**config.mk**
```make
export PLATFORM = sky130hd
export DESIGN_NAME = plcr_seg_cell
export DESIGN_NICKNAME = d
export VERILOG_FILES = /design/src/rtl/plcr_pkg.sv /design/src/rtl/plcr_seg_cell.sv
export SDC_FILE = /design/constraint.sdc
export NUM_CORES = 1
export LEC_CHECK = 0
export BUFFER_PORTS_ARGS = -buffer_cell sky130_fd_sc_hd__clkbuf_2
export CORE_ASPECT_RATIO = 1.5
export CORE_MARGIN = 1.5
export CORE_UTILIZATION = 54
export CTS_BUF_LIST = sky130_fd_sc_hd__clkbuf_8
export DETAILED_ROUTE_END_ITERATION = 8
export PLACE_DENSITY = 0.88
export SLEW_MARGIN = 30
export SYNTH_ARGS = -nofsm -noshare
export SYNTH_HDL_FRONTEND = slang
export SYNTH_SLANG_ARGS = --single-unit
```
**constraint.sdc**
```tcl
create_clock -name clk -period 5.6 [get_ports clk]
set_input_delay 1.12 -clock clk [delete_from_list [all_inputs] [get_ports clk]]
set_output_delay 1.12 -clock clk [all_outputs]
set_load 0.02 [all_outputs]
```
**src/rtl/plcr_pkg.sv**
```systemverilog
// Shared constants and palette tables for the piecewise linear color ramp.
// Holds stop values and stop colors of the ten palettes, and lookup functions.
// No dependencies.
package plcr_pkg;

  localparam int DEF_FRAC_BITS = 16;
  localparam int DEF_MAX_STOPS = 34;
  localparam int NUM_PAL       = 10;
  localparam int IN_W          = 18;
  localparam int IN_FRAC       = 16;
  localparam int SEL_W         = 4;
  localparam int RGB_W         = 24;

  localparam logic [1:0] REG_PALETTE = 2'd0;
  localparam logic [SEL_W-1:0] PAL_GENERIC = 4'd1;

  localparam int PAL_LEN [NUM_PAL] = '{19, 19, 25, 29, 15, 16, 11, 15, 19, 34};

  localparam int V_CUR [19] = '{0,1,2,3,4,5,7,9,12,15,18,21,24,27,30,36,42,48,56};
  localparam int V_WIND [25] = '{0,3,6,9,12,15,18,21,24,27,30,33,36,39,42,45,48,51,54,
    57,60,63,66,70,75};
  localparam int V_AIR [29] = '{0,5,10,14,18,22,26,29,32,35,38,41,44,47,50,53,56,59,62,
    65,68,71,74,78,82,86,90,95,100};
  localparam int V_SEA [15] = '{-2,2,6,10,15,19,23,27,32,36,40,44,48,52,56};
  localparam int V_PREC [16] = '{0,1,2,5,7,10,20,50,70,100,200,500,700,1000,2000,5000};
  localparam int V_CLOUD [11] = '{0,1,10,20,30,40,50,60,70,80,90};
  localparam int V_REFC [15] = '{0,5,10,15,20,25,30,35,40,45,50,55,60,65,70};
  localparam int V_CAPE [19] = '{0,5,10,15,20,30,45,60,100,150,200,300,500,700,1000,
    1500,2000,2500,3000};
  localparam int V_WINDY [34] = '{0,3,6,9,12,15,18,21,24,27,30,33,36,39,42,45,48,51,
    54,57,60,63,66,69,72,75,78,81,84,87,90,93,96,99};

  localparam logic [RGB_W-1:0] C_CUR [19] = '{
    24'hd90000,24'hd92a00,24'hd96e00,24'hd9b200,24'hd4d404,24'ha6d906,24'h06d9a0,
    24'h00d9b0,24'h00d9c0,24'h00aed0,24'h0083e0,24'h0057e0,24'h0000f0,24'h0400f0,
    24'h1c00f0,24'h4800f0,24'h6900f0,24'ha000f0,24'hf000f0};
  localparam logic [RGB_W-1:0] C_GEN [19] = '{
    24'h00d900,24'h2ad900,24'h6ed900,24'hb2d900,24'hd4d400,24'hd9a600,24'hd90000,
    24'hd90040,24'hd90060,24'hae0080,24'h8300a0,24'h5700c0,24'h0000d0,24'h0400e0,
    24'h0800e0,24'ha000e0,24'hc004c0,24'hc008a0,24'hc0a008};
  localparam logic [RGB_W-1:0] C_WIND [25] = '{
    24'h288CFF,24'h00AFFF,24'h00DCE1,24'h00F7B0,24'h00EA9C,24'h82F059,24'hF0F503,
    24'hFFED00,24'hFFDB00,24'hFFC700,24'hFFB400,24'hFF9800,24'hFF7E00,24'hF77800,
    24'hEC7814,24'hE4711E,24'hE06128,24'hDC5132,24'hD5453C,24'hCD3A46,24'hBE2C50,
    24'hB41A5A,24'hAA1464,24'h962878,24'h8C328C};
  localparam logic [RGB_W-1:0] C_AIR [29] = '{
    24'h283282,24'h273c8c,24'h264696,24'h2350a0,24'h1f5aaa,24'h1a64b4,24'h136ec8,
    24'h0c78e1,24'h0382e6,24'h0091e6,24'h009ee1,24'h00a6dc,24'h00b2d7,24'h00bed2,
    24'h28c8c8,24'h78d2aa,24'h8cdc78,24'ha0eb5f,24'hc8f550,24'hf3fb02,24'hffed00,
    24'hffdd00,24'hffc900,24'hffab00,24'hff8100,24'hf1780c,24'he26a23,24'hd5453c,
    24'hb53c59};
  localparam logic [RGB_W-1:0] C_SEA [15] = '{
    24'hcc04ae,24'h8f06e4,24'h486afa,24'h00ffff,24'h00d54b,24'h59d800,24'hf2fc00,
    24'hff1500,24'hff0000,24'hd80000,24'ha90000,24'h870000,24'h690000,24'h550000,
    24'h330000};
  localparam logic [RGB_W-1:0] C_PREC [16] = '{
    24'hffffff,24'hc8f0ff,24'hb4e6ff,24'h8cd3ff,24'h78caff,24'h6ec1ff,24'h64b8ff,
    24'h50a6ff,24'h469eff,24'h3c96ff,24'h328eff,24'h1e7eff,24'h1476f0,24'h0a6edc,
    24'h0064c8,24'h0052aa};
  localparam logic [RGB_W-1:0] C_CLOUD [11] = '{
    24'hffffff,24'hf0f0e6,24'he6e6dc,24'hdcdcd2,24'hc8c8b4,24'haaaa8c,24'h969678,
    24'h787864,24'h646450,24'h5a5a46,24'h505036};
  localparam logic [RGB_W-1:0] C_REFC [15] = '{
    24'hffffff,24'h06E8E4,24'h009BE9,24'h0400F3,24'h00F924,24'h06C200,24'h009100,
    24'hFAFB00,24'hEBB608,24'hFF9400,24'hFD0002,24'hD70000,24'hC20300,24'hF900FE,
    24'h945AC8};
  localparam logic [RGB_W-1:0] C_CAPE [19] = '{
    24'h0046c8,24'h0050f0,24'h005aff,24'h0069ff,24'h0078ff,24'h000cff,24'h00a1ff,
    24'h00b6fa,24'h00c9ee,24'h00e0da,24'h00e6b4,24'h82e678,24'h9bff3b,24'hffdc00,
    24'hffb700,24'hf37800,24'hd4440c,24'hc8201c,24'had0430};
  localparam logic [RGB_W-1:0] C_WINDY [34] = '{
    24'h6271B7,24'h3961A9,24'h4A94A9,24'h4D8D7B,24'h53A553,24'h53A553,24'h359F35,
    24'hA79D51,24'h9F7F3A,24'hA16C5C,24'hA16C5C,24'h813A4E,24'hAF5088,24'hAF5088,
    24'h754A93,24'h754A93,24'h6D61A3,24'h44698D,24'h44698D,24'h5C9098,24'h7D44A5,
    24'h7D44A5,24'h7D44A5,24'hE7D7D7,24'hE7D7D7,24'hE7D7D7,24'hDBD483,24'hDBD483,
    24'hDBD483,24'hCDC470,24'hCDC470,24'hCDC470,24'hCDC470,24'h808080};

  // Stop value of palette p, stop i; zero past the end of the palette.
  function automatic int pal_v(input int p, input int i);
    int r;
    r = 0;
    if (i >= 0 && i < PAL_LEN[p]) begin
      case (p)
        0, 1:    r = V_CUR[i];
        2:       r = V_WIND[i];
        3:       r = V_AIR[i];
        4:       r = V_SEA[i];
        5:       r = V_PREC[i];
        6:       r = V_CLOUD[i];
        7:       r = V_REFC[i];
        8:       r = V_CAPE[i];
        default: r = V_WINDY[i];
      endcase
    end
    return r;
  endfunction

  function automatic logic [RGB_W-1:0] pal_rgb(input int p, input int i);
    logic [RGB_W-1:0] r;
    r = '0;
    if (i >= 0 && i < PAL_LEN[p]) begin
      case (p)
        0:       r = C_CUR[i];
        1:       r = C_GEN[i];
        2:       r = C_WIND[i];
        3:       r = C_AIR[i];
        4:       r = C_SEA[i];
        5:       r = C_PREC[i];
        6:       r = C_CLOUD[i];
        7:       r = C_REFC[i];
        8:       r = C_CAPE[i];
        default: r = C_WINDY[i];
      endcase
    end
    return r;
  endfunction

endpackage

```
**src/rtl/plcr_seg_cell.sv**
```systemverilog
// Segment search cell: owns segment IDX (stops IDX-1 and IDX) of every palette.
// Depends on plcr_pkg for palette tables.
module plcr_seg_cell import plcr_pkg::*; #(
  parameter int FRAC_BITS = DEF_FRAC_BITS,
  parameter int MAX_STOPS = DEF_MAX_STOPS,
  parameter int IDX       = 1
) (
  input  logic                   clk,
  input  logic                   rst,
  input  logic                   en,
  input  logic                   in_valid,
  input  logic [FRAC_BITS:0]     in_f,
  input  logic [SEL_W-1:0]       in_sel,
  input  logic                   in_found,
  input  logic [FRAC_BITS+1:0]   in_a,
  input  logic [FRAC_BITS+1:0]   in_b,
  input  logic [RGB_W-1:0]       in_ca,
  input  logic [RGB_W-1:0]       in_cb,
  output logic                   out_valid,
  output logic [FRAC_BITS:0]     out_f,
  output logic [SEL_W-1:0]       out_sel,
  output logic                   out_found,
  output logic [FRAC_BITS+1:0]   out_a,
  output logic [FRAC_BITS+1:0]   out_b,
  output logic [RGB_W-1:0]       out_ca,
  output logic [RGB_W-1:0]       out_cb
);

  localparam int     PW    = FRAC_BITS + 2;
  localparam longint ONE_L = longint'(1) << FRAC_BITS;

  logic [PW-1:0]    a_tab      [NUM_PAL];
  logic [PW-1:0]    b_tab      [NUM_PAL];
  logic [RGB_W-1:0] ca_tab     [NUM_PAL];
  logic [RGB_W-1:0] cb_tab     [NUM_PAL];
  logic             active_tab [NUM_PAL];
  logic             last_tab   [NUM_PAL];

  for (genvar p = 0; p < NUM_PAL; p++) begin : g_pal
    localparam int     LEN   = (PAL_LEN[p] < MAX_STOPS) ? PAL_LEN[p] : MAX_STOPS;
    localparam longint CMAX  = longint'(pal_v(p, LEN - 1));
    localparam longint POS_A = (longint'(pal_v(p, IDX - 1)) * ONE_L) / CMAX;
    localparam longint POS_B = (longint'(pal_v(p, IDX)) * ONE_L) / CMAX;
    assign a_tab[p]      = PW'(POS_A);
    assign b_tab[p]      = PW'(POS_B);
    assign ca_tab[p]     = pal_rgb(p, IDX - 1);
    assign cb_tab[p]     = pal_rgb(p, IDX);
    assign active_tab[p] = (IDX < LEN);
    assign last_tab[p]   = (IDX == LEN - 1);
  end

  logic hit;

  always_comb begin
    hit = !in_found && active_tab[in_sel] &&
          (($signed(b_tab[in_sel]) > $signed({1'b0, in_f})) || last_tab[in_sel]);
  end

  always_ff @(posedge clk) begin
    if (rst) begin
      out_valid <= 1'b0;
    end else if (en) begin
      out_valid <= in_valid;
    end
    if (en) begin
      out_f     <= in_f;
      out_sel   <= in_sel;
      out_found <= in_found || hit;
      out_a     <= hit ? a_tab[in_sel]  : in_a;
      out_b     <= hit ? b_tab[in_sel]  : in_b;
      out_ca    <= hit ? ca_tab[in_sel] : in_ca;
      out_cb    <= hit ? cb_tab[in_sel] : in_cb;
    end
  end

endmodule

```
==> Implementation_results.wiki <==
{| class="wikitable"
! Metric !! Value
|-
| Data required, critical path || 5730 ps
|-
| Number of nets with antenna violations after routing || 0
|-
| Initial core utilization || 0.553
|-
| Number of different library cells in the post-synthesis netlist || 36
|-
| Unrepaired setup endpoints after global routing || false
|-
| Relative max-transition margin || 0.471
|-
| DR vias || 3784
|-
| Post-layout net count || 722
|-
| Clock transition at path regs || 90 ps
|-
| Post-route total power || 1.80 mW
|-
| Power per cell area || approximately 270 nW/um^2
|-
| Non-filler cells in the finished layout || around 700
|-
| Synth Warn # || 0
|-
| List of most frequent post-synthesis cells || sky130_fd_sc_hd__edfxtp_1, sky130_fd_sc_hd__mux2_4, sky130_fd_sc_hd__nand2_1
|-
| Worst slack, placed || 215 ps
|-
| Setup ws final || 800 ps
|-
| Antenna Cells || 0
|-
| Number of detailed-route iterations in the first pass || 4
|-
| Cells after Synth || approximately 380
|-
| Top post-synthesis cells by area || sky130_fd_sc_hd__edfxtp_1, sky130_fd_sc_hd__mux2_4, sky130_fd_sc_hd__mux2_2, sky130_fd_sc_hd__ha_1, sky130_fd_sc_hd__nand2_1
|-
| HPWL Detailed || about 9700 microns
|-
| Largest driver fanout on the critical path || 68
|-
| Inst Count DP || 694
|-
| Number of hold-repair buffers added at the cts stage || 0
|-
| Total negative slack for setup checks || 0 ps
|-
| Clock buffers created by TritonCTS || 9
|-
| Post-Synthesis Net Count || slightly above 500
|-
| Post-synth top area share || 0.594
|-
| Initial antenna violation count || 0
|-
| Width of the die || 84.4 microns
|-
| Vertical die dimension || 125 microns
|-
| Synth Cell Area || about 5400 sq um
|-
| Wirelength, routed || approximately 13000 microns
|-
| Number of placement rows || 44
|-
| Number of hold violations in the final report || 0
|-
| Drt initial violations || 272
|-
| Highest clock rate || 208 MHz
|-
| Via count of the first global-routing pass || 3791
|-
| Share of synthesized registers carrying an async set or reset || 0
|-
| Clock insertion delay at the later pin of the skew report || 370 ps
|-
| Share of layout cells above drive strength 1 || 0.513
|-
| Skew final || 0 ps
|-
| Drc violations || 0
|-
| Layout area overhead || 25.4%
|-
| Maximum clock path buffer count || 2
|-
| Critical Path Start Type || input port
|-
| Total congestion overflow after global routing || 0
|-
| Number of buffers inserted by port buffering || 216
|-
| Depth of the CTS H-tree || 3
|-
| Instance area at placement || 6520 sq um
|-
| Post-layout min period || 4800 ps
|-
| Fraction of the cycle the final worst path needs || 0.857
|-
| Io pins || 217
|-
| Average size of a mapped cell || 14.2 sq um
|-
| Buffer type at the clock tree root || sky130_fd_sc_hd__clkbuf_8
|-
| Top cell type by total area after synthesis || sky130_fd_sc_hd__edfxtp_1
|-
| Final-layout worst hold slack || ~500 ps
|-
| Final slew viol count || 0
|-
| Final std cell area, no fill || 6730 sq um
|-
| Pin count of the biggest net entering global routing || 69
|-
| LEAKAGE || slightly above 3 nW
|-
| Number of gates resized after CTS || 0
|-
| Routed WL per cell || 17.9 microns
|-
| Clk sink count || approximately 110
|-
| Most common cell in the netlist || sky130_fd_sc_hd__edfxtp_1
|-
| Status || completed
|-
| Number of enable flip-flop cells after synthesis || 106
|-
| Max-cap violations || 0
|-
| Class of the tightest hold or removal check || flip-flop to flip-flop
|-
| Wire length of the first global-routing pass || 19000 microns
|-
| Area of the core || 9690 sq um
|-
| Flip-flop and latch count after synthesis || 107
|-
| Highest ir drop seen on vdd || around 0.00017 V
|-
| Total global routing track utilization || 0.237
|-
| Flop2flop setup slack || 5020 ps
|-
| Final Core Density || 0.694
|-
| Clock tree from TritonCTS || yes
|-
| Count of final setup violators || 0
|-
| Routability congestion estimate || about 0.82
|-
| Via-to-Cell Ratio || roughly 5.3
|-
| Worst setup path class || input port to flip-flop
|-
| Worst Path Arrival || 4930 ps
|-
| Actual slew at the worst max-slew pin || between 700 and 800 ps
|-
| Category of the worst setup path capture point || flip-flop
|-
| Post-CTS Repair Setup Buffers || 0
|-
| Sequential share of the synthesized area || 0.597
|-
| Area enclosed by the die boundary || 10500 sq um
|-
| Most used flip-flop cell after synthesis || sky130_fd_sc_hd__edfxtp_1
|}
[routing by layer]
| metal | share of wire | global-route usage | vias up |
|---|---|---|---|
| met1 | 0.36 | 0.256 | 1825 |
| met3 | 0.052 | 0.0508 | 28 |
| li1 | - | - | 1793 |
| met5 | 0 | 0 | - |
| met4 | 0.030 | 0.109 | 0 |
| met2 | 0.56 | 0.438 | 138 |
[critical path, cell delays in order]
cell and delay (ps):
sky130_fd_sc_hd__clkbuf_2 90, sky130_fd_sc_hd__inv_1 210, sky130_fd_sc_hd__ha_1 340, sky130_fd_sc_hd__nor2b_1 270, sky130_fd_sc_hd__nor2_1 90, sky130_fd_sc_hd__a21boi_0 420
sky130_fd_sc_hd__ha_1 240, sky130_fd_sc_hd__nand4_1 130, sky130_fd_sc_hd__a21oi_1 150, sky130_fd_sc_hd__o31ai_1 150, sky130_fd_sc_hd__a21oi_4 570, sky130_fd_sc_hd__buf_6 650
sky130_fd_sc_hd__mux2_2 410
[cell type report]
cell class                      instances  area (sq um)
Timing Repair Buffer                  222          1130
Sequential cell                       107          3200
Clock buffer                            9           124
Clock inverter                          6          82.6
Inverter                               27           101
Multi-Input combinational cell        223          1940
Fill cell                             705          2960
Tap cell                              115           144
[path summary, 6_finish.rpt]
check / start / to / cells past startpoint
worst min register to register: out_valid / out_valid / 2
worst min-delay path: out_valid / out_valid / 2
worst max-delay path: in_sel[0] / out_a[4] / 13
worst max register to register: out_valid / out_valid / 2
[flip-flops by register name, summed over array words and instances, names as in the netlist]
| register | cells |
|---|---|
| out_sel | 4 |
| out_valid | 1 |
| out_f | 17 |
| out_cb | 24 |
| out_a | 18 |
| out_ca | 24 |
| out_found | 1 |
| out_b | 18 |
[report_power, final]
group          internal (mW)  switching, mW  leakage, nW
registers              0.951         0.0171         1.05
clock network          0.246          0.255        0.100
logic                  0.127          0.202         1.93
[cell families (layout without fill, tap and decap cells)]
group,Yosys count,in the layout,share of synthesized area
flops,107,107,0.597
simple gates,78,78,0.0677
mux,76,76,0.188
compound gates,47,47,0.0532
buf+inv,47,264,0.0425
fa+ha+maj,22,22,0.0513
[placed cells by master (no fill, tap or decap), drive strengths merged, types with 3 or more instances in the layout]
master	netlist	final
edfxtp	106	106
nor2	21	21
o211ai	3	3
clkbuf	10	224
a21o	4	4
buf	10	7
o21ai	10	10
ha	22	22
a21oi	20	20
inv	26	27
mux2	68	68
nand2	30	30
nor2b	12	12
mux2i	8	8
nand2b	3	3
Power figures use the tool's default switching activity.
