File: config.mk
export PLATFORM = sky130hd
export DESIGN_NAME = plcr_blend
export DESIGN_NICKNAME = d
export VERILOG_FILES = /design/src/rtl/plcr_pkg.sv /design/src/rtl/plcr_blend.sv
export SDC_FILE = /design/constraint.sdc
export NUM_CORES = 2
export LEC_CHECK = 0
export BUFFER_PORTS_ARGS = -buffer_cell sky130_fd_sc_hd__buf_2
export CORE_MARGIN = 2
export CORE_UTILIZATION = 45
export CTS_CLUSTER_DIAMETER = 40
export CTS_CLUSTER_SIZE = 10
export DETAILED_ROUTE_END_ITERATION = 7
export RECOVER_POWER = 100
export SLEW_MARGIN = 15
export SYNTH_ARGS = -nofsm -noshare
export SYNTH_HDL_FRONTEND = slang
export SYNTH_SLANG_ARGS = --single-unit
File: constraint.sdc
create_clock -name clk -period 7.5 [get_ports clk]
set_input_delay 1.5 -clock clk [delete_from_list [all_inputs] [get_ports clk]]
set_output_delay 1.5 -clock clk [all_outputs]
set_load 0.005 [all_outputs]
File: src/rtl/plcr_pkg.sv
// Shared constants and palette tables for the piecewise linear color ramp.
// Holds stop values and stop colors of the ten palettes, and lookup functions.
// No dependencies.
package plcr_pkg;

  localparam int DEF_FRAC_BITS = 16;
  localparam int DEF_MAX_STOPS = 34;
  localparam int NUM_PAL       = 10;
  localparam int IN_W          = 18;
  localparam int IN_FRAC       = 16;
  localparam int SEL_W         = 4;
  localparam int RGB_W         = 24;

  localparam logic [1:0] REG_PALETTE = 2'd0;
  localparam logic [SEL_W-1:0] PAL_GENERIC = 4'd1;

  localparam int PAL_LEN [NUM_PAL] = '{19, 19, 25, 29, 15, 16, 11, 15, 19, 34};

  localparam int V_CUR [19] = '{0,1,2,3,4,5,7,9,12,15,18,21,24,27,30,36,42,48,56};
  localparam int V_WIND [25] = '{0,3,6,9,12,15,18,21,24,27,30,33,36,39,42,45,48,51,54,
    57,60,63,66,70,75};
  localparam int V_AIR [29] = '{0,5,10,14,18,22,26,29,32,35,38,41,44,47,50,53,56,59,62,
    65,68,71,74,78,82,86,90,95,100};
  localparam int V_SEA [15] = '{-2,2,6,10,15,19,23,27,32,36,40,44,48,52,56};
  localparam int V_PREC [16] = '{0,1,2,5,7,10,20,50,70,100,200,500,700,1000,2000,5000};
  localparam int V_CLOUD [11] = '{0,1,10,20,30,40,50,60,70,80,90};
  localparam int V_REFC [15] = '{0,5,10,15,20,25,30,35,40,45,50,55,60,65,70};
  localparam int V_CAPE [19] = '{0,5,10,15,20,30,45,60,100,150,200,300,500,700,1000,
    1500,2000,2500,3000};
  localparam int V_WINDY [34] = '{0,3,6,9,12,15,18,21,24,27,30,33,36,39,42,45,48,51,
    54,57,60,63,66,69,72,75,78,81,84,87,90,93,96,99};

  localparam logic [RGB_W-1:0] C_CUR [19] = '{
    24'hd90000,24'hd92a00,24'hd96e00,24'hd9b200,24'hd4d404,24'ha6d906,24'h06d9a0,
    24'h00d9b0,24'h00d9c0,24'h00aed0,24'h0083e0,24'h0057e0,24'h0000f0,24'h0400f0,
    24'h1c00f0,24'h4800f0,24'h6900f0,24'ha000f0,24'hf000f0};
  localparam logic [RGB_W-1:0] C_GEN [19] = '{
    24'h00d900,24'h2ad900,24'h6ed900,24'hb2d900,24'hd4d400,24'hd9a600,24'hd90000,
    24'hd90040,24'hd90060,24'hae0080,24'h8300a0,24'h5700c0,24'h0000d0,24'h0400e0,
    24'h0800e0,24'ha000e0,24'hc004c0,24'hc008a0,24'hc0a008};
  localparam logic [RGB_W-1:0] C_WIND [25] = '{
    24'h288CFF,24'h00AFFF,24'h00DCE1,24'h00F7B0,24'h00EA9C,24'h82F059,24'hF0F503,
    24'hFFED00,24'hFFDB00,24'hFFC700,24'hFFB400,24'hFF9800,24'hFF7E00,24'hF77800,
    24'hEC7814,24'hE4711E,24'hE06128,24'hDC5132,24'hD5453C,24'hCD3A46,24'hBE2C50,
    24'hB41A5A,24'hAA1464,24'h962878,24'h8C328C};
  localparam logic [RGB_W-1:0] C_AIR [29] = '{
    24'h283282,24'h273c8c,24'h264696,24'h2350a0,24'h1f5aaa,24'h1a64b4,24'h136ec8,
    24'h0c78e1,24'h0382e6,24'h0091e6,24'h009ee1,24'h00a6dc,24'h00b2d7,24'h00bed2,
    24'h28c8c8,24'h78d2aa,24'h8cdc78,24'ha0eb5f,24'hc8f550,24'hf3fb02,24'hffed00,
    24'hffdd00,24'hffc900,24'hffab00,24'hff8100,24'hf1780c,24'he26a23,24'hd5453c,
    24'hb53c59};
  localparam logic [RGB_W-1:0] C_SEA [15] = '{
    24'hcc04ae,24'h8f06e4,24'h486afa,24'h00ffff,24'h00d54b,24'h59d800,24'hf2fc00,
    24'hff1500,24'hff0000,24'hd80000,24'ha90000,24'h870000,24'h690000,24'h550000,
    24'h330000};
  localparam logic [RGB_W-1:0] C_PREC [16] = '{
    24'hffffff,24'hc8f0ff,24'hb4e6ff,24'h8cd3ff,24'h78caff,24'h6ec1ff,24'h64b8ff,
    24'h50a6ff,24'h469eff,24'h3c96ff,24'h328eff,24'h1e7eff,24'h1476f0,24'h0a6edc,
    24'h0064c8,24'h0052aa};
  localparam logic [RGB_W-1:0] C_CLOUD [11] = '{
    24'hffffff,24'hf0f0e6,24'he6e6dc,24'hdcdcd2,24'hc8c8b4,24'haaaa8c,24'h969678,
    24'h787864,24'h646450,24'h5a5a46,24'h505036};
  localparam logic [RGB_W-1:0] C_REFC [15] = '{
    24'hffffff,24'h06E8E4,24'h009BE9,24'h0400F3,24'h00F924,24'h06C200,24'h009100,
    24'hFAFB00,24'hEBB608,24'hFF9400,24'hFD0002,24'hD70000,24'hC20300,24'hF900FE,
    24'h945AC8};
  localparam logic [RGB_W-1:0] C_CAPE [19] = '{
    24'h0046c8,24'h0050f0,24'h005aff,24'h0069ff,24'h0078ff,24'h000cff,24'h00a1ff,
    24'h00b6fa,24'h00c9ee,24'h00e0da,24'h00e6b4,24'h82e678,24'h9bff3b,24'hffdc00,
    24'hffb700,24'hf37800,24'hd4440c,24'hc8201c,24'had0430};
  localparam logic [RGB_W-1:0] C_WINDY [34] = '{
    24'h6271B7,24'h3961A9,24'h4A94A9,24'h4D8D7B,24'h53A553,24'h53A553,24'h359F35,
    24'hA79D51,24'h9F7F3A,24'hA16C5C,24'hA16C5C,24'h813A4E,24'hAF5088,24'hAF5088,
    24'h754A93,24'h754A93,24'h6D61A3,24'h44698D,24'h44698D,24'h5C9098,24'h7D44A5,
    24'h7D44A5,24'h7D44A5,24'hE7D7D7,24'hE7D7D7,24'hE7D7D7,24'hDBD483,24'hDBD483,
    24'hDBD483,24'hCDC470,24'hCDC470,24'hCDC470,24'hCDC470,24'h808080};

  // Stop value of palette p, stop i; zero past the end of the palette.
  function automatic int pal_v(input int p, input int i);
    int r;
    r = 0;
    if (i >= 0 && i < PAL_LEN[p]) begin
      case (p)
        0, 1:    r = V_CUR[i];
        2:       r = V_WIND[i];
        3:       r = V_AIR[i];
        4:       r = V_SEA[i];
        5:       r = V_PREC[i];
        6:       r = V_CLOUD[i];
        7:       r = V_REFC[i];
        8:       r = V_CAPE[i];
        default: r = V_WINDY[i];
      endcase
    end
    return r;
  endfunction

  function automatic logic [RGB_W-1:0] pal_rgb(input int p, input int i);
    logic [RGB_W-1:0] r;
    r = '0;
    if (i >= 0 && i < PAL_LEN[p]) begin
      case (p)
        0:       r = C_CUR[i];
        1:       r = C_GEN[i];
        2:       r = C_WIND[i];
        3:       r = C_AIR[i];
        4:       r = C_SEA[i];
        5:       r = C_PREC[i];
        6:       r = C_CLOUD[i];
        7:       r = C_REFC[i];
        8:       r = C_CAPE[i];
        default: r = C_WINDY[i];
      endcase
    end
    return r;
  endfunction

endpackage

File: src/rtl/plcr_blend.sv
// Channel blend: (ONE-w)*ca + w*cb per channel, scaled down by ONE.
// Two stages: products, then sum and shift. Depends on plcr_pkg.
module plcr_blend import plcr_pkg::*; #(
  parameter int FRAC_BITS = DEF_FRAC_BITS
) (
  input  logic               clk,
  input  logic               rst,
  input  logic               en,
  input  logic               in_valid,
  input  logic [FRAC_BITS:0] in_w,
  input  logic [RGB_W-1:0]   in_ca,
  input  logic [RGB_W-1:0]   in_cb,
  output logic               out_valid,
  output logic [7:0]         red,
  output logic [7:0]         green,
  output logic [7:0]         blue
);

  localparam int                 PRW = FRAC_BITS + 9;
  localparam logic [FRAC_BITS:0] ONE = (FRAC_BITS+1)'(1) << FRAC_BITS;

  logic             prod_valid;
  logic [PRW-1:0]   prod_a [3];
  logic [PRW-1:0]   prod_b [3];
  logic [PRW-1:0]   sum    [3];

  always_comb begin
    for (int c = 0; c < 3; c++) begin
      sum[c] = prod_a[c] + prod_b[c];
    end
  end

  always_ff @(posedge clk) begin
    if (rst) begin
      prod_valid <= 1'b0;
      out_valid  <= 1'b0;
    end else if (en) begin
      prod_valid <= in_valid;
      out_valid  <= prod_valid;
    end
    if (en) begin
      for (int c = 0; c < 3; c++) begin
        prod_a[c] <= PRW'(ONE - in_w) * PRW'(in_ca[8*c +: 8]);
        prod_b[c] <= PRW'(in_w) * PRW'(in_cb[8*c +: 8]);
      end
      blue  <= sum[0][FRAC_BITS +: 8];
      green <= sum[1][FRAC_BITS +: 8];
      red   <= sum[2][FRAC_BITS +: 8];
    end
  end

endmodule

==> flow_results.org <==
** Outcome
- The flow ran to the end, but the final reports show violations.
- The checks that failed: capacitance limit, slew limit.

** STA
- Period Utilization, post-route :: 0.947
- The worst path in the final design needs a cycle of 7.10 ns, including I/O delays and setup.
- Setup repair after global routing left no endpoint under its margin.
- Worst slew margin relative to its limit :: -1.63
- Setup violations remaining at the end of the flow were counted as 0.
- At the pin with the least slew margin, the transition time is 3.95 ns.
- Number of slew-limit violations in the final report :: 175
- The hold violation total from the final report came to 0.
- Setup Skew :: 0.0116 ns
- Worst setup margin :: 0.397 ns
- Derived from the worst setup path, the maximum achievable clock frequency is 141 MHz.

** Floorplan
- Floorplan Core Area :: 72600 um^2
- 94 I/O pins were placed.
- Total die area :: 75100 um^2
- Die outline width :: 274 um
- For this configuration, the core starts out at a cell density of 0.452.
- In this run the core area contains 99 standard-cell rows.
- Die Height :: 274 um

** Yosys
- Post-synthesis instance total :: 3433
- Syn Nets :: 4395
- Of the synthesized area, sequential elements account for 0.155.
- Cells taking the most area after synthesis :: sky130_fd_sc_hd__fa_1 (36%), sky130_fd_sc_hd__edfxtp_1 (15%), sky130_fd_sc_hd__ha_1 (12%), sky130_fd_sc_hd__and2_1 (9.0%), sky130_fd_sc_hd__inv_1 (7.0%)
- In the synthesized netlist the dominant register cell turns out to be sky130_fd_sc_hd__edfxtp_1.
- Summing every instance area after synthesis gives 32800 um^2.
- The Yosys step of the flow raised 0 warnings.
- Counting distinct cell types in the post-synthesis netlist gives 67.
- Synthesized area divided by synthesized cell count :: 9.56 um^2
- Of the post-synthesis cell area, the dominant cell type holds 0.358.
- Number of register bits inferred by synthesis :: 170
- For this run, asynchronously set or reset flops after synthesis account for 0.
- Counting flops with a built-in enable in the synthesized netlist gives 168.
- Summed over all instances, the cell type with the most area after synthesis is sky130_fd_sc_hd__fa_1.

** Drt
- In the detailed route, the total length drawn on met2 is 37800 um.
- For this block, the via count after detailed routing is 23100.
- WL per Instance :: 17.1 um
- The highest metal layer carrying signal wires in the routed design is met5.
- Detailed Routing Iterations Pass 1 :: 5
- Detail Route Antenna Nets :: 0
- The final layout contains routed wiring with a total length of 77000 um.
- Dividing the detail-routed via count by the number of cells gives 5.15.
- Number of remaining DRC errors :: 0
- The detailed router finished its first iteration with 1212 violations.
- DR WL met3 :: 3240 um
- In the final routing, the length of wire on met1 measures 34400 um.

** Clock tree
- Clock-pin slew was measured on the worst setup and hold paths at 0.08 ns.
- Insertion delay to the later sink of the worst-skew pair :: 0.49 ns
- The clock drives 170 sinks.
- TritonCTS clock tree :: done
- Resized cells post-CTS :: 0
- The number of clock buffers added by TritonCTS is 17.
- The cell sitting at the root of the clock tree is a sky130_fd_sc_hd__clkbuf_16.
- Post-CTS setup-driven buffer insertion count :: 0
- H-tree level count :: 4
- Number of buffers between clock root and the deepest sink :: 2
- CTS Hold Bufs :: 0

** Place
- Detailed placement finished with a half-perimeter wire length of 61700 um.
- Last weighted congestion value of the routability-driven placer :: 0.809
- Placement-stage cell area :: 35000 um^2
- Port buffering added 93 buffers.
- OpenSTA, run right after detailed placement, puts the worst setup slack at -0.121 ns.

** Run
- Reported max-cap violation count :: 3

** Global route
- Global-route wire length before repair :: 128000 um
- The initial antenna violation count was 4.
- Overall track demand over capacity in global routing :: 0.218
- Largest net degree at the start of global routing :: 71
- Vias in the first global route :: 24100
- For this run the aggregate overflow at the end of global routing stands at 0.

** Setup path
- The worst setup path is captured at a register.
- Maximum cell stage delay along the critical path :: 0.57 ns
- Most common cell type on the critical path :: sky130_fd_sc_hd__fa_1
- Highest-delay cell along the critical path :: sky130_fd_sc_hd__or4_4
- The critical path is of the in2reg type.
- Critical path fanouts, max :: 9
- STA puts the critical path data arrival time at 7.34 ns.
- Bufs and invs on worst path :: 7
- Data on the critical path is required at its endpoint by 7.74 ns.
- The worst setup path is launched from an input pin.
- Walking the worst path, the cells encountered are clkbuf_1 > or4_4 > nor4_1 > buf_4 > xnor2_1 > buf_12 > buf_4 > and2_0 > fa_1 > fa_1 > fa_1 > inv_1 > fa_1 > inv_1 > ha_1 > inv_1 > a211oi_1 > nand2_1 > a211oi_1 > nor2_1 > a21oi_1 > a21o_1 > a21oi_1 > xnor2_1.
- Largest delay share family, worst path :: adder cells

** Finish
- The area growth from synthesis to layout is 8.24%.
- Leading cell types in the layout, fill and taps excluded :: sky130_fd_sc_hd__inv_1 (609), sky130_fd_sc_hd__fa_1 (586), sky130_fd_sc_hd__and2_1 (447)
- In the final layout, the share of cells above drive strength 1 is 0.0717.
- Fill cells in the final layout number 6918.
- Once layout is done, the placed cells without fillers occupy 35500 um^2.
- Commonest non-fill, non-tap cell in the layout :: sky130_fd_sc_hd__inv_1
- For this run, the post-layout net count is 4480.

** Power and ir drop
- In this run the static leakage power is 16.7 nW.
- Power density over the cells :: 354 nW/um^2
- Across the VDD grid, the largest voltage drop is 0.303 mV.

** Min path
- Class of the tightest hold or removal check :: reg2reg
-- final timing paths --
path	depth (start not counted)	to	from	slack, ns
worst min register to register	2	out_valid$_SDFFE_PP0P_	out_valid$_SDFFE_PP0P_	0.50
worst min-delay path	2	out_valid$_SDFFE_PP0P_	out_valid$_SDFFE_PP0P_	0.50
worst max register to register	10	blue[6]$_DFFE_PP_	prod_a[0][14]$_DFFE_PP_	4.32
worst max-delay path	24	prod_a[0][47]$_DFFE_PP_	in_w[3]	0.40
-- per-layer routing --
| metal | vias up | track usage |
|---|---|---|
| met5 | - | 0 |
| met4 | 2 | 0.0538 |
| met3 | 85 | 0.0284 |
| met2 | 458 | 0.369 |
| met1 | 11800 | 0.296 |
| li1 | 10800 | - |
-- worst reg2reg max path, stage by stage (launching register included) --
cell                       delay, ns
sky130_fd_sc_hd__edfxtp_1       0.44
sky130_fd_sc_hd__ha_1           0.33
sky130_fd_sc_hd__nand3_1        0.09
sky130_fd_sc_hd__a21oi_1        0.21
sky130_fd_sc_hd__nand4_1        0.11
sky130_fd_sc_hd__o21ai_0        0.41
sky130_fd_sc_hd__o211ai_1       0.23
sky130_fd_sc_hd__a21boi_0       0.36
sky130_fd_sc_hd__o21a_1         0.24
sky130_fd_sc_hd__o31ai_1        0.10
sky130_fd_sc_hd__xnor2_1        0.40
-- cells in the mapped netlist (all sizes together) (5+ instances only) --
| cell | count |
|---|---|
| a211oi | 22 |
| a211o | 6 |
| edfxtp | 168 |
| o2111ai | 6 |
| fa | 586 |
| o21a | 28 |
| or3 | 10 |
| nor4 | 6 |
| nand2b | 9 |
| nand2 | 417 |
| o21bai | 6 |
| o31ai | 5 |
| buf | 14 |
| a31o | 5 |
| nor2b | 17 |
| o211ai | 11 |
| nand3 | 33 |
| nor2 | 106 |
| a31oi | 10 |
| o21ai | 46 |
| nor3 | 41 |
| ha | 307 |
| clkbuf | 136 |
| xnor2 | 136 |
| a21o | 29 |
| nand4 | 10 |
| and3 | 10 |
| or2 | 7 |
| and2 | 474 |
| xor2 | 34 |
| inv | 609 |
| a21boi | 7 |
| a21oi | 82 |
-- per-stage QoR --
step	TNS, ns	util	hold slack (ns)	cells	power [mW]
5_1_grt	0	0.489	0.533	4492	14.0
3_3_place_gp	-0.103	0.483	0.485	4458	11.7
4_1_cts	0	0.491	0.511	4490	12.8
6_report	0	0.489	0.503	4492	12.6
2_1_floorplan	0	-	0.460	3433	9.03
3_5_place_dp	-0.221	0.483	0.492	4458	11.8
-- registers in the layout, indices dropped and copies added (netlist names) --
name and count:
blue 8, green 8, out_valid 1, prod_a 72
prod_b 72, prod_valid 1, red 8
-- final cells by class --
type,count,area [um^2],area share
Timing Repair Buffer,216,1390,0.0392
Inverter,609,2290,0.0644
Tap cell,959,1200,0.0338
Sequential cell,170,5080,0.143
Clock inverter,15,158,0.00444
Antenna cell,2,5.00,0.000141
Clock buffer,17,425,0.0120
Multi-Input combinational cell,2504,25000,0.703
-- cells by family after synthesis --
logic type / Yosys count / synth area share
multiplexers: 2 / 0.000610
AND/OR/NAND/NOR: 1152 / 0.179
buffers and inverters: 759 / 0.0874
flip-flops: 170 / 0.155
adder cells (fa/ha/maj): 893 / 0.475
AO/OA/AOI/OAI: 287 / 0.0580
XOR/XNOR: 170 / 0.0456
-- where the power goes --
part | total [mW] | internal (mW) | leakage [nW] | switching, mW
clock | 0.905 | 0.443 | 0.283 | 0.462
sequential | 2.22 | 2.03 | 1.66 | 0.194
combinational | 9.45 | 4.26 | 14.8 | 5.19
total | 12.6 | 6.74 | 16.7 | 5.84
Power figures use the tool's default switching activity.
