==> src/rtl/plcr_pkg.sv <==
// Shared constants and palette tables for the piecewise linear color ramp.
// Holds stop values and stop colors of the ten palettes, and lookup functions.
// No dependencies.
package plcr_pkg;

  localparam int DEF_FRAC_BITS = 16;
  localparam int DEF_MAX_STOPS = 34;
  localparam int NUM_PAL       = 10;
  localparam int IN_W          = 18;
  localparam int IN_FRAC       = 16;
  localparam int SEL_W         = 4;
  localparam int RGB_W         = 24;

  localparam logic [1:0] REG_PALETTE = 2'd0;
  localparam logic [SEL_W-1:0] PAL_GENERIC = 4'd1;

  localparam int PAL_LEN [NUM_PAL] = '{19, 19, 25, 29, 15, 16, 11, 15, 19, 34};

  localparam int V_CUR [19] = '{0,1,2,3,4,5,7,9,12,15,18,21,24,27,30,36,42,48,56};
  localparam int V_WIND [25] = '{0,3,6,9,12,15,18,21,24,27,30,33,36,39,42,45,48,51,54,
    57,60,63,66,70,75};
  localparam int V_AIR [29] = '{0,5,10,14,18,22,26,29,32,35,38,41,44,47,50,53,56,59,62,
    65,68,71,74,78,82,86,90,95,100};
  localparam int V_SEA [15] = '{-2,2,6,10,15,19,23,27,32,36,40,44,48,52,56};
  localparam int V_PREC [16] = '{0,1,2,5,7,10,20,50,70,100,200,500,700,1000,2000,5000};
  localparam int V_CLOUD [11] = '{0,1,10,20,30,40,50,60,70,80,90};
  localparam int V_REFC [15] = '{0,5,10,15,20,25,30,35,40,45,50,55,60,65,70};
  localparam int V_CAPE [19] = '{0,5,10,15,20,30,45,60,100,150,200,300,500,700,1000,
    1500,2000,2500,3000};
  localparam int V_WINDY [34] = '{0,3,6,9,12,15,18,21,24,27,30,33,36,39,42,45,48,51,
    54,57,60,63,66,69,72,75,78,81,84,87,90,93,96,99};

  localparam logic [RGB_W-1:0] C_CUR [19] = '{
    24'hd90000,24'hd92a00,24'hd96e00,24'hd9b200,24'hd4d404,24'ha6d906,24'h06d9a0,
    24'h00d9b0,24'h00d9c0,24'h00aed0,24'h0083e0,24'h0057e0,24'h0000f0,24'h0400f0,
    24'h1c00f0,24'h4800f0,24'h6900f0,24'ha000f0,24'hf000f0};
  localparam logic [RGB_W-1:0] C_GEN [19] = '{
    24'h00d900,24'h2ad900,24'h6ed900,24'hb2d900,24'hd4d400,24'hd9a600,24'hd90000,
    24'hd90040,24'hd90060,24'hae0080,24'h8300a0,24'h5700c0,24'h0000d0,24'h0400e0,
    24'h0800e0,24'ha000e0,24'hc004c0,24'hc008a0,24'hc0a008};
  localparam logic [RGB_W-1:0] C_WIND [25] = '{
    24'h288CFF,24'h00AFFF,24'h00DCE1,24'h00F7B0,24'h00EA9C,24'h82F059,24'hF0F503,
    24'hFFED00,24'hFFDB00,24'hFFC700,24'hFFB400,24'hFF9800,24'hFF7E00,24'hF77800,
    24'hEC7814,24'hE4711E,24'hE06128,24'hDC5132,24'hD5453C,24'hCD3A46,24'hBE2C50,
    24'hB41A5A,24'hAA1464,24'h962878,24'h8C328C};
  localparam logic [RGB_W-1:0] C_AIR [29] = '{
    24'h283282,24'h273c8c,24'h264696,24'h2350a0,24'h1f5aaa,24'h1a64b4,24'h136ec8,
    24'h0c78e1,24'h0382e6,24'h0091e6,24'h009ee1,24'h00a6dc,24'h00b2d7,24'h00bed2,
    24'h28c8c8,24'h78d2aa,24'h8cdc78,24'ha0eb5f,24'hc8f550,24'hf3fb02,24'hffed00,
    24'hffdd00,24'hffc900,24'hffab00,24'hff8100,24'hf1780c,24'he26a23,24'hd5453c,
    24'hb53c59};
  localparam logic [RGB_W-1:0] C_SEA [15] = '{
    24'hcc04ae,24'h8f06e4,24'h486afa,24'h00ffff,24'h00d54b,24'h59d800,24'hf2fc00,
    24'hff1500,24'hff0000,24'hd80000,24'ha90000,24'h870000,24'h690000,24'h550000,
    24'h330000};
  localparam logic [RGB_W-1:0] C_PREC [16] = '{
    24'hffffff,24'hc8f0ff,24'hb4e6ff,24'h8cd3ff,24'h78caff,24'h6ec1ff,24'h64b8ff,
    24'h50a6ff,24'h469eff,24'h3c96ff,24'h328eff,24'h1e7eff,24'h1476f0,24'h0a6edc,
    24'h0064c8,24'h0052aa};
  localparam logic [RGB_W-1:0] C_CLOUD [11] = '{
    24'hffffff,24'hf0f0e6,24'he6e6dc,24'hdcdcd2,24'hc8c8b4,24'haaaa8c,24'h969678,
    24'h787864,24'h646450,24'h5a5a46,24'h505036};
  localparam logic [RGB_W-1:0] C_REFC [15] = '{
    24'hffffff,24'h06E8E4,24'h009BE9,24'h0400F3,24'h00F924,24'h06C200,24'h009100,
    24'hFAFB00,24'hEBB608,24'hFF9400,24'hFD0002,24'hD70000,24'hC20300,24'hF900FE,
    24'h945AC8};
  localparam logic [RGB_W-1:0] C_CAPE [19] = '{
    24'h0046c8,24'h0050f0,24'h005aff,24'h0069ff,24'h0078ff,24'h000cff,24'h00a1ff,
    24'h00b6fa,24'h00c9ee,24'h00e0da,24'h00e6b4,24'h82e678,24'h9bff3b,24'hffdc00,
    24'hffb700,24'hf37800,24'hd4440c,24'hc8201c,24'had0430};
  localparam logic [RGB_W-1:0] C_WINDY [34] = '{
    24'h6271B7,24'h3961A9,24'h4A94A9,24'h4D8D7B,24'h53A553,24'h53A553,24'h359F35,
    24'hA79D51,24'h9F7F3A,24'hA16C5C,24'hA16C5C,24'h813A4E,24'hAF5088,24'hAF5088,
    24'h754A93,24'h754A93,24'h6D61A3,24'h44698D,24'h44698D,24'h5C9098,24'h7D44A5,
    24'h7D44A5,24'h7D44A5,24'hE7D7D7,24'hE7D7D7,24'hE7D7D7,24'hDBD483,24'hDBD483,
    24'hDBD483,24'hCDC470,24'hCDC470,24'hCDC470,24'hCDC470,24'h808080};

  // Stop value of palette p, stop i; zero past the end of the palette.
  function automatic int pal_v(input int p, input int i);
    int r;
    r = 0;
    if (i >= 0 && i < PAL_LEN[p]) begin
      case (p)
        0, 1:    r = V_CUR[i];
        2:       r = V_WIND[i];
        3:       r = V_AIR[i];
        4:       r = V_SEA[i];
        5:       r = V_PREC[i];
        6:       r = V_CLOUD[i];
        7:       r = V_REFC[i];
        8:       r = V_CAPE[i];
        default: r = V_WINDY[i];
      endcase
    end
    return r;
  endfunction

  function automatic logic [RGB_W-1:0] pal_rgb(input int p, input int i);
    logic [RGB_W-1:0] r;
    r = '0;
    if (i >= 0 && i < PAL_LEN[p]) begin
      case (p)
        0:       r = C_CUR[i];
        1:       r = C_GEN[i];
        2:       r = C_WIND[i];
        3:       r = C_AIR[i];
        4:       r = C_SEA[i];
        5:       r = C_PREC[i];
        6:       r = C_CLOUD[i];
        7:       r = C_REFC[i];
        8:       r = C_CAPE[i];
        default: r = C_WINDY[i];
      endcase
    end
    return r;
  endfunction

endpackage

==> src/rtl/plcr_div_cell.sv <==
// Weight divider cell: resolves one quotient bit of (f-a)*ONE/(b-a).
// Depends on plcr_pkg for widths.
module plcr_div_cell import plcr_pkg::*; #(
  parameter int FRAC_BITS = DEF_FRAC_BITS,
  parameter int BIT       = DEF_FRAC_BITS
) (
  input  logic                 clk,
  input  logic                 rst,
  input  logic                 en,
  input  logic                 in_valid,
  input  logic                 in_byp,
  input  logic [FRAC_BITS+1:0] in_r,
  input  logic [FRAC_BITS+1:0] in_d,
  input  logic [FRAC_BITS:0]   in_q,
  input  logic [RGB_W-1:0]     in_ca,
  input  logic [RGB_W-1:0]     in_cb,
  output logic                 out_valid,
  output logic                 out_byp,
  output logic [FRAC_BITS+1:0] out_r,
  output logic [FRAC_BITS+1:0] out_d,
  output logic [FRAC_BITS:0]   out_q,
  output logic [RGB_W-1:0]     out_ca,
  output logic [RGB_W-1:0]     out_cb
);

  localparam int RW = FRAC_BITS + 2;

  logic [RW-1:0] rs;
  logic          ge;

  always_comb begin
    // top bit needs no shift: the remainder starts at or below the divisor
    rs = (BIT == FRAC_BITS) ? in_r : {in_r[RW-2:0], 1'b0};
    ge = !in_byp && (rs >= in_d);
  end

  always_ff @(posedge clk) begin
    if (rst) begin
      out_valid <= 1'b0;
    end else if (en) begin
      out_valid <= in_valid;
    end
    if (en) begin
      out_byp <= in_byp;
      out_d   <= in_d;
      out_r   <= ge ? rs - in_d : rs;
      out_q   <= in_q | ((FRAC_BITS+1)'(ge) << BIT);
      out_ca  <= in_ca;
      out_cb  <= in_cb;
    end
  end

endmodule

==> config.mk <==
export PLATFORM = sky130hd
export DESIGN_NAME = plcr_div_cell
export DESIGN_NICKNAME = d
export VERILOG_FILES = /design/src/rtl/plcr_pkg.sv /design/src/rtl/plcr_div_cell.sv
export SDC_FILE = /design/constraint.sdc
export NUM_CORES = 1
export LEC_CHECK = 0
export BUFFER_PORTS_ARGS = -buffer_cell sky130_fd_sc_hd__buf_2
export CAP_MARGIN = 20
export CORE_ASPECT_RATIO = 1.4
export CORE_MARGIN = 10
export CORE_UTILIZATION = 38
export CTS_BUF_LIST = sky130_fd_sc_hd__clkbuf_16
export DETAILED_ROUTE_END_ITERATION = 10
export PLACE_DENSITY = 0.68
export SETUP_SLACK_MARGIN = 0.1
export SYNTH_ARGS = -nofsm -noshare
export SYNTH_HDL_FRONTEND = slang
export SYNTH_SLANG_ARGS = --single-unit
==> constraint.sdc <==
create_clock -name clk -period 3.9 [get_ports clk]
set_input_delay 0.39 -clock clk [delete_from_list [all_inputs] [get_ports clk]]
set_output_delay 0.39 -clock clk [all_outputs]
set_load 0.01 [all_outputs]
==> results of run 1 <==
## routing by layer
layer	part of all wire, %	up-vias	wire length, um
met2	51	157	6470
met4	0.99	0	126
met5	0	-	0
met1	37	1490	4740
li1	-	1507	-
met3	10	10	1330
## power breakdown
group | internal (mW) | leakage, nW | switching (mW) | total (mW)
sequential | 1.32 | 1.01 | 0.0207 | 1.34
clock | 0.448 | 0.143 | 0.416 | 0.863
combinational | 0.193 | 1.48 | 0.252 | 0.445
## sequential cells by signal (all words and copies together) (netlist names)
| signal | count |
|---|---|
| out_ca | 24 |
| out_cb | 24 |
| out_d | 18 |
| out_r | 18 |
| out_q | 17 |
| out_byp | 1 |
| out_valid | 1 |
## synthesized netlist by cell type, drive strengths merged, types with 6 or more instances
cell | number | area share (%)
nand2 | 22 | 1.9
a21oi | 19 | 2.2
ha | 18 | 5.1
xor2 | 7 | 1.4
inv | 20 | 1.7
a21o | 6 | 1.0
edfxtp | 102 | 70
mux2 | 15 | 4.4
xnor2 | 7 | 1.4
nor2 | 9 | 0.77
o21ai | 10 | 1.1
## final timing paths
path | slack, ps | start | end | cells past startpoint
worst max-delay path | 880 | in_r[0] | out_r[6]$_DFFE_PP_ | 12
worst min-delay path | 200 | rst | out_valid$_SDFFE_PP0P_ | 2
worst max register to register | 3300 | out_valid$_SDFFE_PP0P_ | out_valid$_SDFFE_PP0P_ | 2
worst min register to register | 520 | out_valid$_SDFFE_PP0P_ | out_valid$_SDFFE_PP0P_ | 2
## cells by family after synthesis
kind of cell    count (synthesis)
flops                         103
compound gates                 54
simple gates                   51
buf+inv                        29
fa+ha+maj                      19
mux                            17
xor+xnor                       14
## placed cells by master, fill, tap and decap left out, types with 2 or more instances in the layout
cell and count:
clkbuf_16 9, nand4_1 4, buf_4 4, o21a_1 2, nand2_1 22, edfxtp_1 102
o21ai_0 10, clkinv_4 2, mux2i_1 2, mux2_4 6, ha_1 18, nor2_1 9
nand3_1 4, and2_1 2, o21bai_1 2, o31ai_1 3, xor2_1 7, buf_2 207
mux2_2 9, inv_6 2, a21o_1 6, inv_1 20, xnor2_1 7, a21oi_1 19
a31oi_1 2, nor3_1 5
## per-stage QoR
stage	setup WS (ps)	power, mW	utilization (%)	hold WS, ps
after floorplan	1020	1.61	-	462
after global placement	580	1.81	49.1	476
after detailed placement	515	1.82	49.1	517
after CTS	872	2.69	51.7	189
after global routing	674	2.78	51.7	194
final	879	2.65	51.7	200
## cell type report
cell class / instances / share of cell area (%)
Sequential cell: 103 / 52.6
Multi-Input combinational cell: 155 / 19.9
Timing Repair Buffer: 211 / 18.2
Clock buffer: 9 / 3.84
Tap cell: 144 / 3.07
Inverter: 20 / 1.28
Clock inverter: 7 / 1.13
Antenna cell: 1 / 0.0427
## worst max-delay path: cells and delay by family
kind	cells	cell delay, ps
AND/OR/NAND/NOR	3	690
AO/OA/AOI/OAI	2	610
adder cells (fa/ha/maj)	2	540
buffers and inverters	4	500
multiplexers	1	370
==> run summary, run 1 <==
Hold buffers post-CTS: 0
Initial Util: 38.7%
Final Non-Filler Cells: 650
Largest net degree at the start of global routing: 72
Initial antenna violation count: 0
Clock slew at reported path FFs: 70 ps
Crit path kind: input port to flip-flop
Adder-Cell Fraction of Synth Area: 5.60%
First-pass GRT wire length: 18900 um
Crit share post-route: 77.5%
FP Rows: 46
Worst Hold Class: input port to flip-flop
Die Area: 16300 sq um
Post-Syn Area: 4380 sq um
Unrepaired setup endpoints after global routing: no
DR vias: 3164
Multi-input gate area: 1170 sq um
Vias/cell: 4.87
Mapped Cells: 287
Startpoint type of the worst setup path: input port
Worst path cell trace: buf_2 -> inv_1 -> ha_1 -> inv_1 -> fa_1 -> a21o_1 -> a2111oi_2 -> nor3_1 -> nor3_1 -> or2_1 -> buf_4 -> mux2_2
Die Span Y: 147 um
GRT Total Usage: 14.9%
Die Wd: 111 um
CTS Buf Count: 9
Mux share of post-synthesis cell area: 4.82%
Endpoints failing setup: 0
Worst EP arrival: 3120 ps
Post-CTS resize count: 0
GRT Residual Overflow: 0
Crit-path max FO: 16
Worst slew pin tran: 870 ps
CTS max path bufs: 2
Post-Synth Simple-Gate Area: 5.28%
Avg WL per Cell: 19.5 um
IO Pins: 209
Clock period minus worst slack: 3020 ps
Final net count: 625
Slowest stage delay, CP: 390 ps
Max_slew headroom: 42.0%
Syn Nets: 412
Grt met2 use: 26.2%
Final wirelength: 12700 um
GP Congestion: 0.867
Drt first pass iters: 4
Vias in the first global route: 3300
CTS tree: yes
Drt first-iter violations: 136
Layer with the highest usage: met2
Status: finished clean
Dpl hpwl: 10500 um
Yosys reg bits: 103
FF+latch area: 3080 sq um
Largest family of logic cells by synthesized area: compound AO/OA/AOI/OAI gates
Core box area: 11300 sq um
IO Port Bufs: 208
Post-CTS setup buffers: 0
CP max-delay cell: fa_1
Final instance area: 5860 sq um
Yosys cell types: 43
Max-cap violations: 0
Placed insts: 633
Synthesized area per cell: 15.3 sq um
Max IR drop VDD: 0.207 mV
H-tree Lvls: 3
Area Overhead vs Synth: 33.8%
GR Layer Usage met1: 15.9%
Worst-Skew Late Latency: 340 ps
Post-synthesis compound-gate area fraction: 8.11%
Top FF cell, synth: edfxtp_1
YS warnings: 0
Fin Setup TNS: 0 ps
Xor/xnor cell area share of the yosys netlist: 2.80%
Final Max Tran Viols: 0
CTS Root Cell: clkbuf_16
Post-detailed-route count of antenna-violating nets: 0
Power Density: 452 nW/um^2
Number of synthesized flops with an enable pin: 102
Fmax: 0.331 GHz
Fill count: 1019
Post-placement cell area: 5570 sq um
Post-synthesis sequential area ratio: 70.3%
Final hold vios: 0
WP data required: 3990 ps
Clock sinks: 103
Met3 global-route usage: 6.52%
DRC: 0
Crit end category: flip-flop
FFs w/ async S/R, synth: 0%
Share of cells above drive strength 1: 48.1%
Static Leak: 2.63 nW
Clock Skew: 0 ps
Power figures use the tool's default switching activity.
==> run 2, diff against run 1 <==
--- a/config.mk
+++ b/config.mk
@@ -5,6 +5,7 @@
 export SDC_FILE = /design/constraint.sdc
 export NUM_CORES = 1
 export LEC_CHECK = 0
+export ABC_AREA = 1
 export BUFFER_PORTS_ARGS = -buffer_cell sky130_fd_sc_hd__buf_2
 export CAP_MARGIN = 20
 export CORE_ASPECT_RATIO = 1.4
@@ -12,7 +13,7 @@
 export CORE_UTILIZATION = 38
 export CTS_BUF_LIST = sky130_fd_sc_hd__clkbuf_16
 export DETAILED_ROUTE_END_ITERATION = 10
-export PLACE_DENSITY = 0.68
+export PLACE_DENSITY = 0.67
 export SETUP_SLACK_MARGIN = 0.1
 export SYNTH_ARGS = -nofsm -noshare
 export SYNTH_HDL_FRONTEND = slang
==> constraint.sdc (replaced) <==
create_clock -name clk -period 2.9 [get_ports clk]
set_input_delay 0.29 -clock clk [delete_from_list [all_inputs] [get_ports clk]]
set_output_delay 0.29 -clock clk [all_outputs]
set_load 0.01 [all_outputs]
==> run 2 against run 1 <==
Effect of this change:
- critical path depth grew 4
- final cell count increased by 13%
- total power rose by 34%
- combinational power rose by 33%
- sequential cell count did not move
- first-iteration DRC count grew 99%
- synthesized area up 1.3%
- largest power group unchanged
==> run summary, run 2 <==
Worst Hold Launch: rst
Final hold vios: 0
Top post-synthesis cells by area: edfxtp_1, nand2_1, ha_1
Final wirelength: 13700 um
Endpoints failing setup: 0
Fin Setup TNS: 0 ps
Largest net degree at the start of global routing: 73
Comb power frac: 16.7%
YS warnings: 0
Worst EP arrival: 2200 ps
Die Wd: 111 um
Yosys cell types: 30
Clock Skew: 0 ps
Top cells by count, synth: nand2_1, edfxtp_1, inv_1
Initial antenna violation count: 2
FFs w/ async S/R, synth: 0%
Clock sinks: 103
Die Span Y: 148 um
Die Area: 16500 sq um
Core box area: 11400 sq um
Setup ws final: 909 ps
CTS tree: yes
First-pass GRT wire length: 20700 um
Sw Share: 26.5%
Area share of the largest cell type after synthesis: 69.0%
Share of cells above drive strength 1: 40.2%
Dpl ws: 563 ps
Drt first-iter violations: 271
GRT Residual Overflow: 0
Crit share post-route: 68.6%
Post-detailed-route count of antenna-violating nets: 0
Int Pwr: 2.61 mW
Post-CTS resize count: 0
Hold buffers post-CTS: 0
Clock slew at reported path FFs: 70 ps
Final Max Tran Viols: 0
Most frequent cells in the layout: buf_2, nand2_1, edfxtp_1, inv_1, ha_1
Worst Hold Class: input port to flip-flop
Crit-path max FO: 21
Vias in the first global route: 3502
Fill count: 1059
Flop-to-flop setup slack: 2310 ps
FF-to-FF End: out_valid$_SDFFE_PP0P_
Max_slew headroom: 69.9%
Startpoint type of the worst setup path: input port
Worst reg2reg path startpoint: out_valid$_SDFFE_PP0P_
Max IR drop VDD: 0.279 mV
Final net count: 710
Max-cap violations: 0
Avg WL per Cell: 18.6 um
Psw: 0.940 mW
Worst slew pin tran: 451 ps
Drt first pass iters: 4
IO Port Bufs: 208
Top FF cell, synth: edfxtp_1
CTS Buf Count: 9
Number of synthesized flops with an enable pin: 102
Hold worst-path end: out_valid$_SDFFE_PP0P_
Crit end category: flip-flop
DR vias: 3448
GP Congestion: 0.876
Largest area contributor in the netlist: edfxtp_1
Clk pwr share: 32.1%
Status: finished clean
Syn Nets: 493
Crit path kind: input port to flip-flop
H-tree Lvls: 3
Post-CTS setup buffers: 0
Mapped Cells: 368
CTS Root Cell: clkbuf_16
WP data required: 3110 ps
Power Density: 597 nW/um^2
Static Leak: 2.82 nW
DRC: 0
Yosys reg bits: 103
Most frequent cell after synthesis: nand2_1
IO Pins: 209
CTS max path bufs: 2
Fmax: 0.502 GHz
Commonest non-fill, non-tap cell in the layout: buf_2
FP Rows: 46
Worst-Skew Late Latency: 330 ps
Largest regs: out_ca (24), out_cb (24)
Hold path depth: 2
Post-synthesis sequential area ratio: 69.4%
Synthesized area per cell: 12.1 sq um
Clock period minus worst slack: 1990 ps
Initial Util: 39.0%
GRT Total Usage: 16.2%
Unrepaired setup endpoints after global routing: no
R2R cell count: 2
Dpl hpwl: 11200 um
Core Util, Final: 52.1%
Post-Syn Area: 4440 sq um
Reg power frac: 51.1%
Vias/cell: 4.68
Area Overhead vs Synth: 33.8%
run 2: cells by family after synthesis:
| group | share of synthesized area (%) |
|---|---|
| adder cells (fa/ha/maj) | 5.52 |
| buffers and inverters | 4.54 |
| multiplexers | 0.225 |
| flip-flops | 69.4 |
| AND/OR/NAND/NOR | 15.7 |
| AO/OA/AOI/OAI | 2.96 |
| XOR/XNOR | 1.58 |
run 2: critical path, cell delays in order:
cell and delay [ps]:
buf_2 100, inv_1 60, ha_1 170, inv_1 80, fa_1 380, nand2_1 100
nand2_1 70, nand3b_1 90, nand2_2 70, nand2_1 70, nand2_2 70, nand2_2 80
nand2_4 170, inv_4 230, nand2_1 80, nand2_1 70
run 2: routing by layer:
layer / up-vias / track usage [%] / share of wire, %
met4: 2 / 4.38 / 1.7
met1: 1587 / 18.5 / 40
met3: 16 / 6.80 / 9.5
met2: 153 / 27.3 / 48
met5: - / 0 / 0.15
li1: 1690 / - / -
run 2: worst max-delay path by stage:
stage / start / endpoint / slack (ps) / depth (start not counted)
after global routing: in_r[0] / out_r[7]$_DFFE_PP_ / 640 / 16
after detailed placement: in_r[0] / out_r[11]$_DFFE_PP_ / 560 / 16
after floorplan: in_r[0] / out_q[16]$_DFFE_PP_ / 840 / 14
final: in_r[0] / out_r[17]$_DFFE_PP_ / 910 / 16
after CTS: in_r[0] / out_r[7]$_DFFE_PP_ / 910 / 16
after global placement: in_r[0] / out_r[14]$_DFFE_PP_ / 590 / 16
run 2: through the flow:
step / std cells / area (sq um) / total power [mW] / hold slack (ps)
5_1_grt: 735 / 5940 / 3.73 / 88.7
6_report: 736 / 5940 / 3.55 / 108
4_1_cts: 734 / 5940 / 3.60 / 95.3
2_1_floorplan: 368 / 4440 / 2.15 / 362
3_3_place_gp: 718 / 5650 / 2.44 / 451
3_5_place_dp: 718 / 5650 / 2.45 / 458
run 2: layout make-up:
type | count | area [sq um] | share of cell area (%)
antenna | 2 | 5.00 | 0.0842
sequential | 103 | 3080 | 51.9
multi-input combinational | 217 | 1150 | 19.4
inverter | 45 | 171 | 2.89
tap | 144 | 180 | 3.03
timing repair buffer | 209 | 1060 | 17.9
clock inverter | 7 | 57.6 | 0.969
clock buffer | 9 | 225 | 3.79
run 2: power by group through the flow:
stage | Combinational, mW | Clock (mW) | Sequential [mW]
after global routing | 0.666 | 1.24 | 1.82
after floorplan | 0.225 | 0 | 1.92
after detailed placement | 0.603 | 0 | 1.85
final | 0.594 | 1.14 | 1.81
after global placement | 0.594 | 0 | 1.84
after CTS | 0.605 | 1.18 | 1.81
==> run 3, diff against run 2 <==
--- a/config.mk
+++ b/config.mk
@@ -5,7 +5,7 @@
 export SDC_FILE = /design/constraint.sdc
 export NUM_CORES = 1
 export LEC_CHECK = 0
-export ABC_AREA = 1
+export ABC_AREA = 0
 export BUFFER_PORTS_ARGS = -buffer_cell sky130_fd_sc_hd__buf_2
 export CAP_MARGIN = 20
 export CORE_ASPECT_RATIO = 1.4
@@ -13,7 +13,7 @@
 export CORE_UTILIZATION = 38
 export CTS_BUF_LIST = sky130_fd_sc_hd__clkbuf_16
 export DETAILED_ROUTE_END_ITERATION = 10
-export PLACE_DENSITY = 0.67
+export PLACE_DENSITY = 0.68
 export SETUP_SLACK_MARGIN = 0.1
 export SYNTH_ARGS = -nofsm -noshare
 export SYNTH_HDL_FRONTEND = slang
==> constraint.sdc (replaced) <==
create_clock -name clk -period 1.9 [get_ports clk]
set_input_delay 0.19 -clock clk [delete_from_list [all_inputs] [get_ports clk]]
set_output_delay 0.19 -clock clk [all_outputs]
set_load 0.01 [all_outputs]
==> run 3 against run 2 <==
Effect of this change:
- wire length up 3.9%
- clock skew unchanged
- non-clock buffer count up 64
- final cell count down 3.4%
- critical endpoint is now out_r[14]$_DFFE_PP_
- the run now ends with setup timing left
==> run summary, run 3 (same netlist as run 1, synthesis figures left out) <==
Status: complete, but fails checks
Failing checks: setup timing
GRT Residual Overflow: 0
IO Pins: 209
Max IR drop VDD: 0.433 mV
CP Buf/Inv Count: 4
Final Max Tran Viols: 0
Final net count: 687
Drt first pass iters: 4
Initial antenna violation count: 0
Initial Util: 38.7%
FP Rows: 46
Final hold vios: 0
Dpl hpwl: 11300 um
Clock slew at reported path FFs: 70 ps
Share of cells above drive strength 1: 57.8%
First-pass GRT wire length: 20800 um
Core box area: 11300 sq um
Clock period minus worst slack: 2210 ps
Clock Skew: 0 ps
Worst EP arrival: 2300 ps
R2R cell count: 2
Die Wd: 111 um
Crit share post-route: 116%
Core Util, Final: 59.3%
Setup ws final: -312 ps
GRT Total Usage: 16.4%
DRC: 0
DR vias: 3449
Worst Hold Class: input port to flip-flop
Slowest stage delay, CP: 350 ps
GP Congestion: 0.889
Die Span Y: 147 um
CTS Root Cell: clkbuf_16
WP data required: 1980 ps
Ant diodes: 0
Crit end category: flip-flop
Final instance area: 6730 sq um
CTS max path bufs: 2
Clock sinks: 103
Drt first-iter violations: 208
Fmax: 0.452 GHz
Power Density: 871 nW/um^2
CP max-delay cell: fa_2
IO Port Bufs: 208
Crit path kind: input port to flip-flop
Post-detailed-route count of antenna-violating nets: 0
Worst slew pin tran: 402 ps
Static Leak: 3.05 nW
Dpl ws: -795 ps
Largest net degree at the start of global routing: 52
Endpoints failing setup: 19
Startpoint type of the worst setup path: input port
Worst-Skew Late Latency: 330 ps
WP depth: 12
Post-placement cell area: 6110 sq um
Worst path cell trace: buf_12 -> inv_12 -> ha_4 -> inv_2 -> fa_2 -> a21o_4 -> a2111oi_4 -> nor3_2 -> nor3_2 -> or2_4 -> buf_12 -> mux2_4
Final wirelength: 14200 um
Hold path depth: 1
CTS Buf Count: 9
Vias/cell: 4.85
Area Overhead vs Synth: 53.4%
Largest regs: out_ca (24), out_cb (24)
Unrepaired setup endpoints after global routing: yes
Avg WL per Cell: 20.0 um
Most frequent cells in the layout: buf_2, edfxtp_1, buf_4, nand2_1, a21oi_1
Commonest non-fill, non-tap cell in the layout: buf_2
H-tree Lvls: 3
Top delay family on crit path: compound AO/OA/AOI/OAI gates
CTS tree: yes
Crit-path max FO: 7
Max_slew headroom: 72.9%
Vias in the first global route: 3640
Max-cap violations: 0
Die Area: 16300 sq um
run 3: worst reg2reg max path: cells and delay by family, from the launching register on:
kind	cells	cell delay, ps
flops	1	320
mux	1	120
simple gates	1	50
run 3: cell type report:
| cell class | instances | area, sq um |
|---|---|---|
| clock buffers | 9 | 225 |
| clock inverters | 7 | 81.3 |
| fillers | 915 | 4610 |
| inverters | 20 | 105 |
| multi-input cells | 155 | 1370 |
| flip-flops and latches | 103 | 3080 |
| well taps | 144 | 180 |
| repair buffers | 273 | 1680 |
run 3: layer usage:
layer	track usage, %	wire length [um]	up-vias
li1	-	-	1628
met1	17.7	5190	1651
met2	29.5	7570	162
met3	6.19	1360	8
met4	3.46	68	0
met5	0	0	-
run 3: repair_timing:
action | 4_1_cts | 5_1_grt
hold buffers | 1 | 0
resized for setup | 34 | 15
endpoints found under the hold margin | 1 | 0
buffers inserted | 6 | 3
endpoints found under the setup margin | 19 | 19
gates cloned | 1 | 0
pin swaps | 10 | 13
run 3: through the flow:
| step | cells | hold slack (ps) | TNS [ps] | power [mW] |
|---|---|---|---|---|
| floorplan | 287 | 262 | -8070 | 3.33 |
| global placement | 685 | 349 | -12960 | 3.90 |
| detailed placement | 685 | 352 | -13870 | 3.93 |
| CTS | 708 | 8.21 | -6710 | 5.90 |
| global route | 711 | 3.80 | -6290 | 6.14 |
| finish | 711 | 23.9 | -4920 | 5.86 |
run 3: where the power goes:
| part | switching (mW) | total [mW] | internal (mW) |
|---|---|---|---|
| clock | 0.828 | 1.87 | 1.04 |
| combinational | 0.617 | 1.23 | 0.612 |
| sequential | 0.0460 | 2.76 | 2.72 |
run 3: final timing paths:
| path | startpoint | end | slack [ps] |
|---|---|---|---|
| hold / removal | in_q[12] | out_q[12]$_DFFE_PP_ | 20 |
| hold reg to reg | out_valid$_SDFFE_PP0P_ | out_valid$_SDFFE_PP0P_ | 520 |
| setup / recovery | in_r[0] | out_r[14]$_DFFE_PP_ | -310 |
| setup reg to reg | out_valid$_SDFFE_PP0P_ | out_valid$_SDFFE_PP0P_ | 1310 |
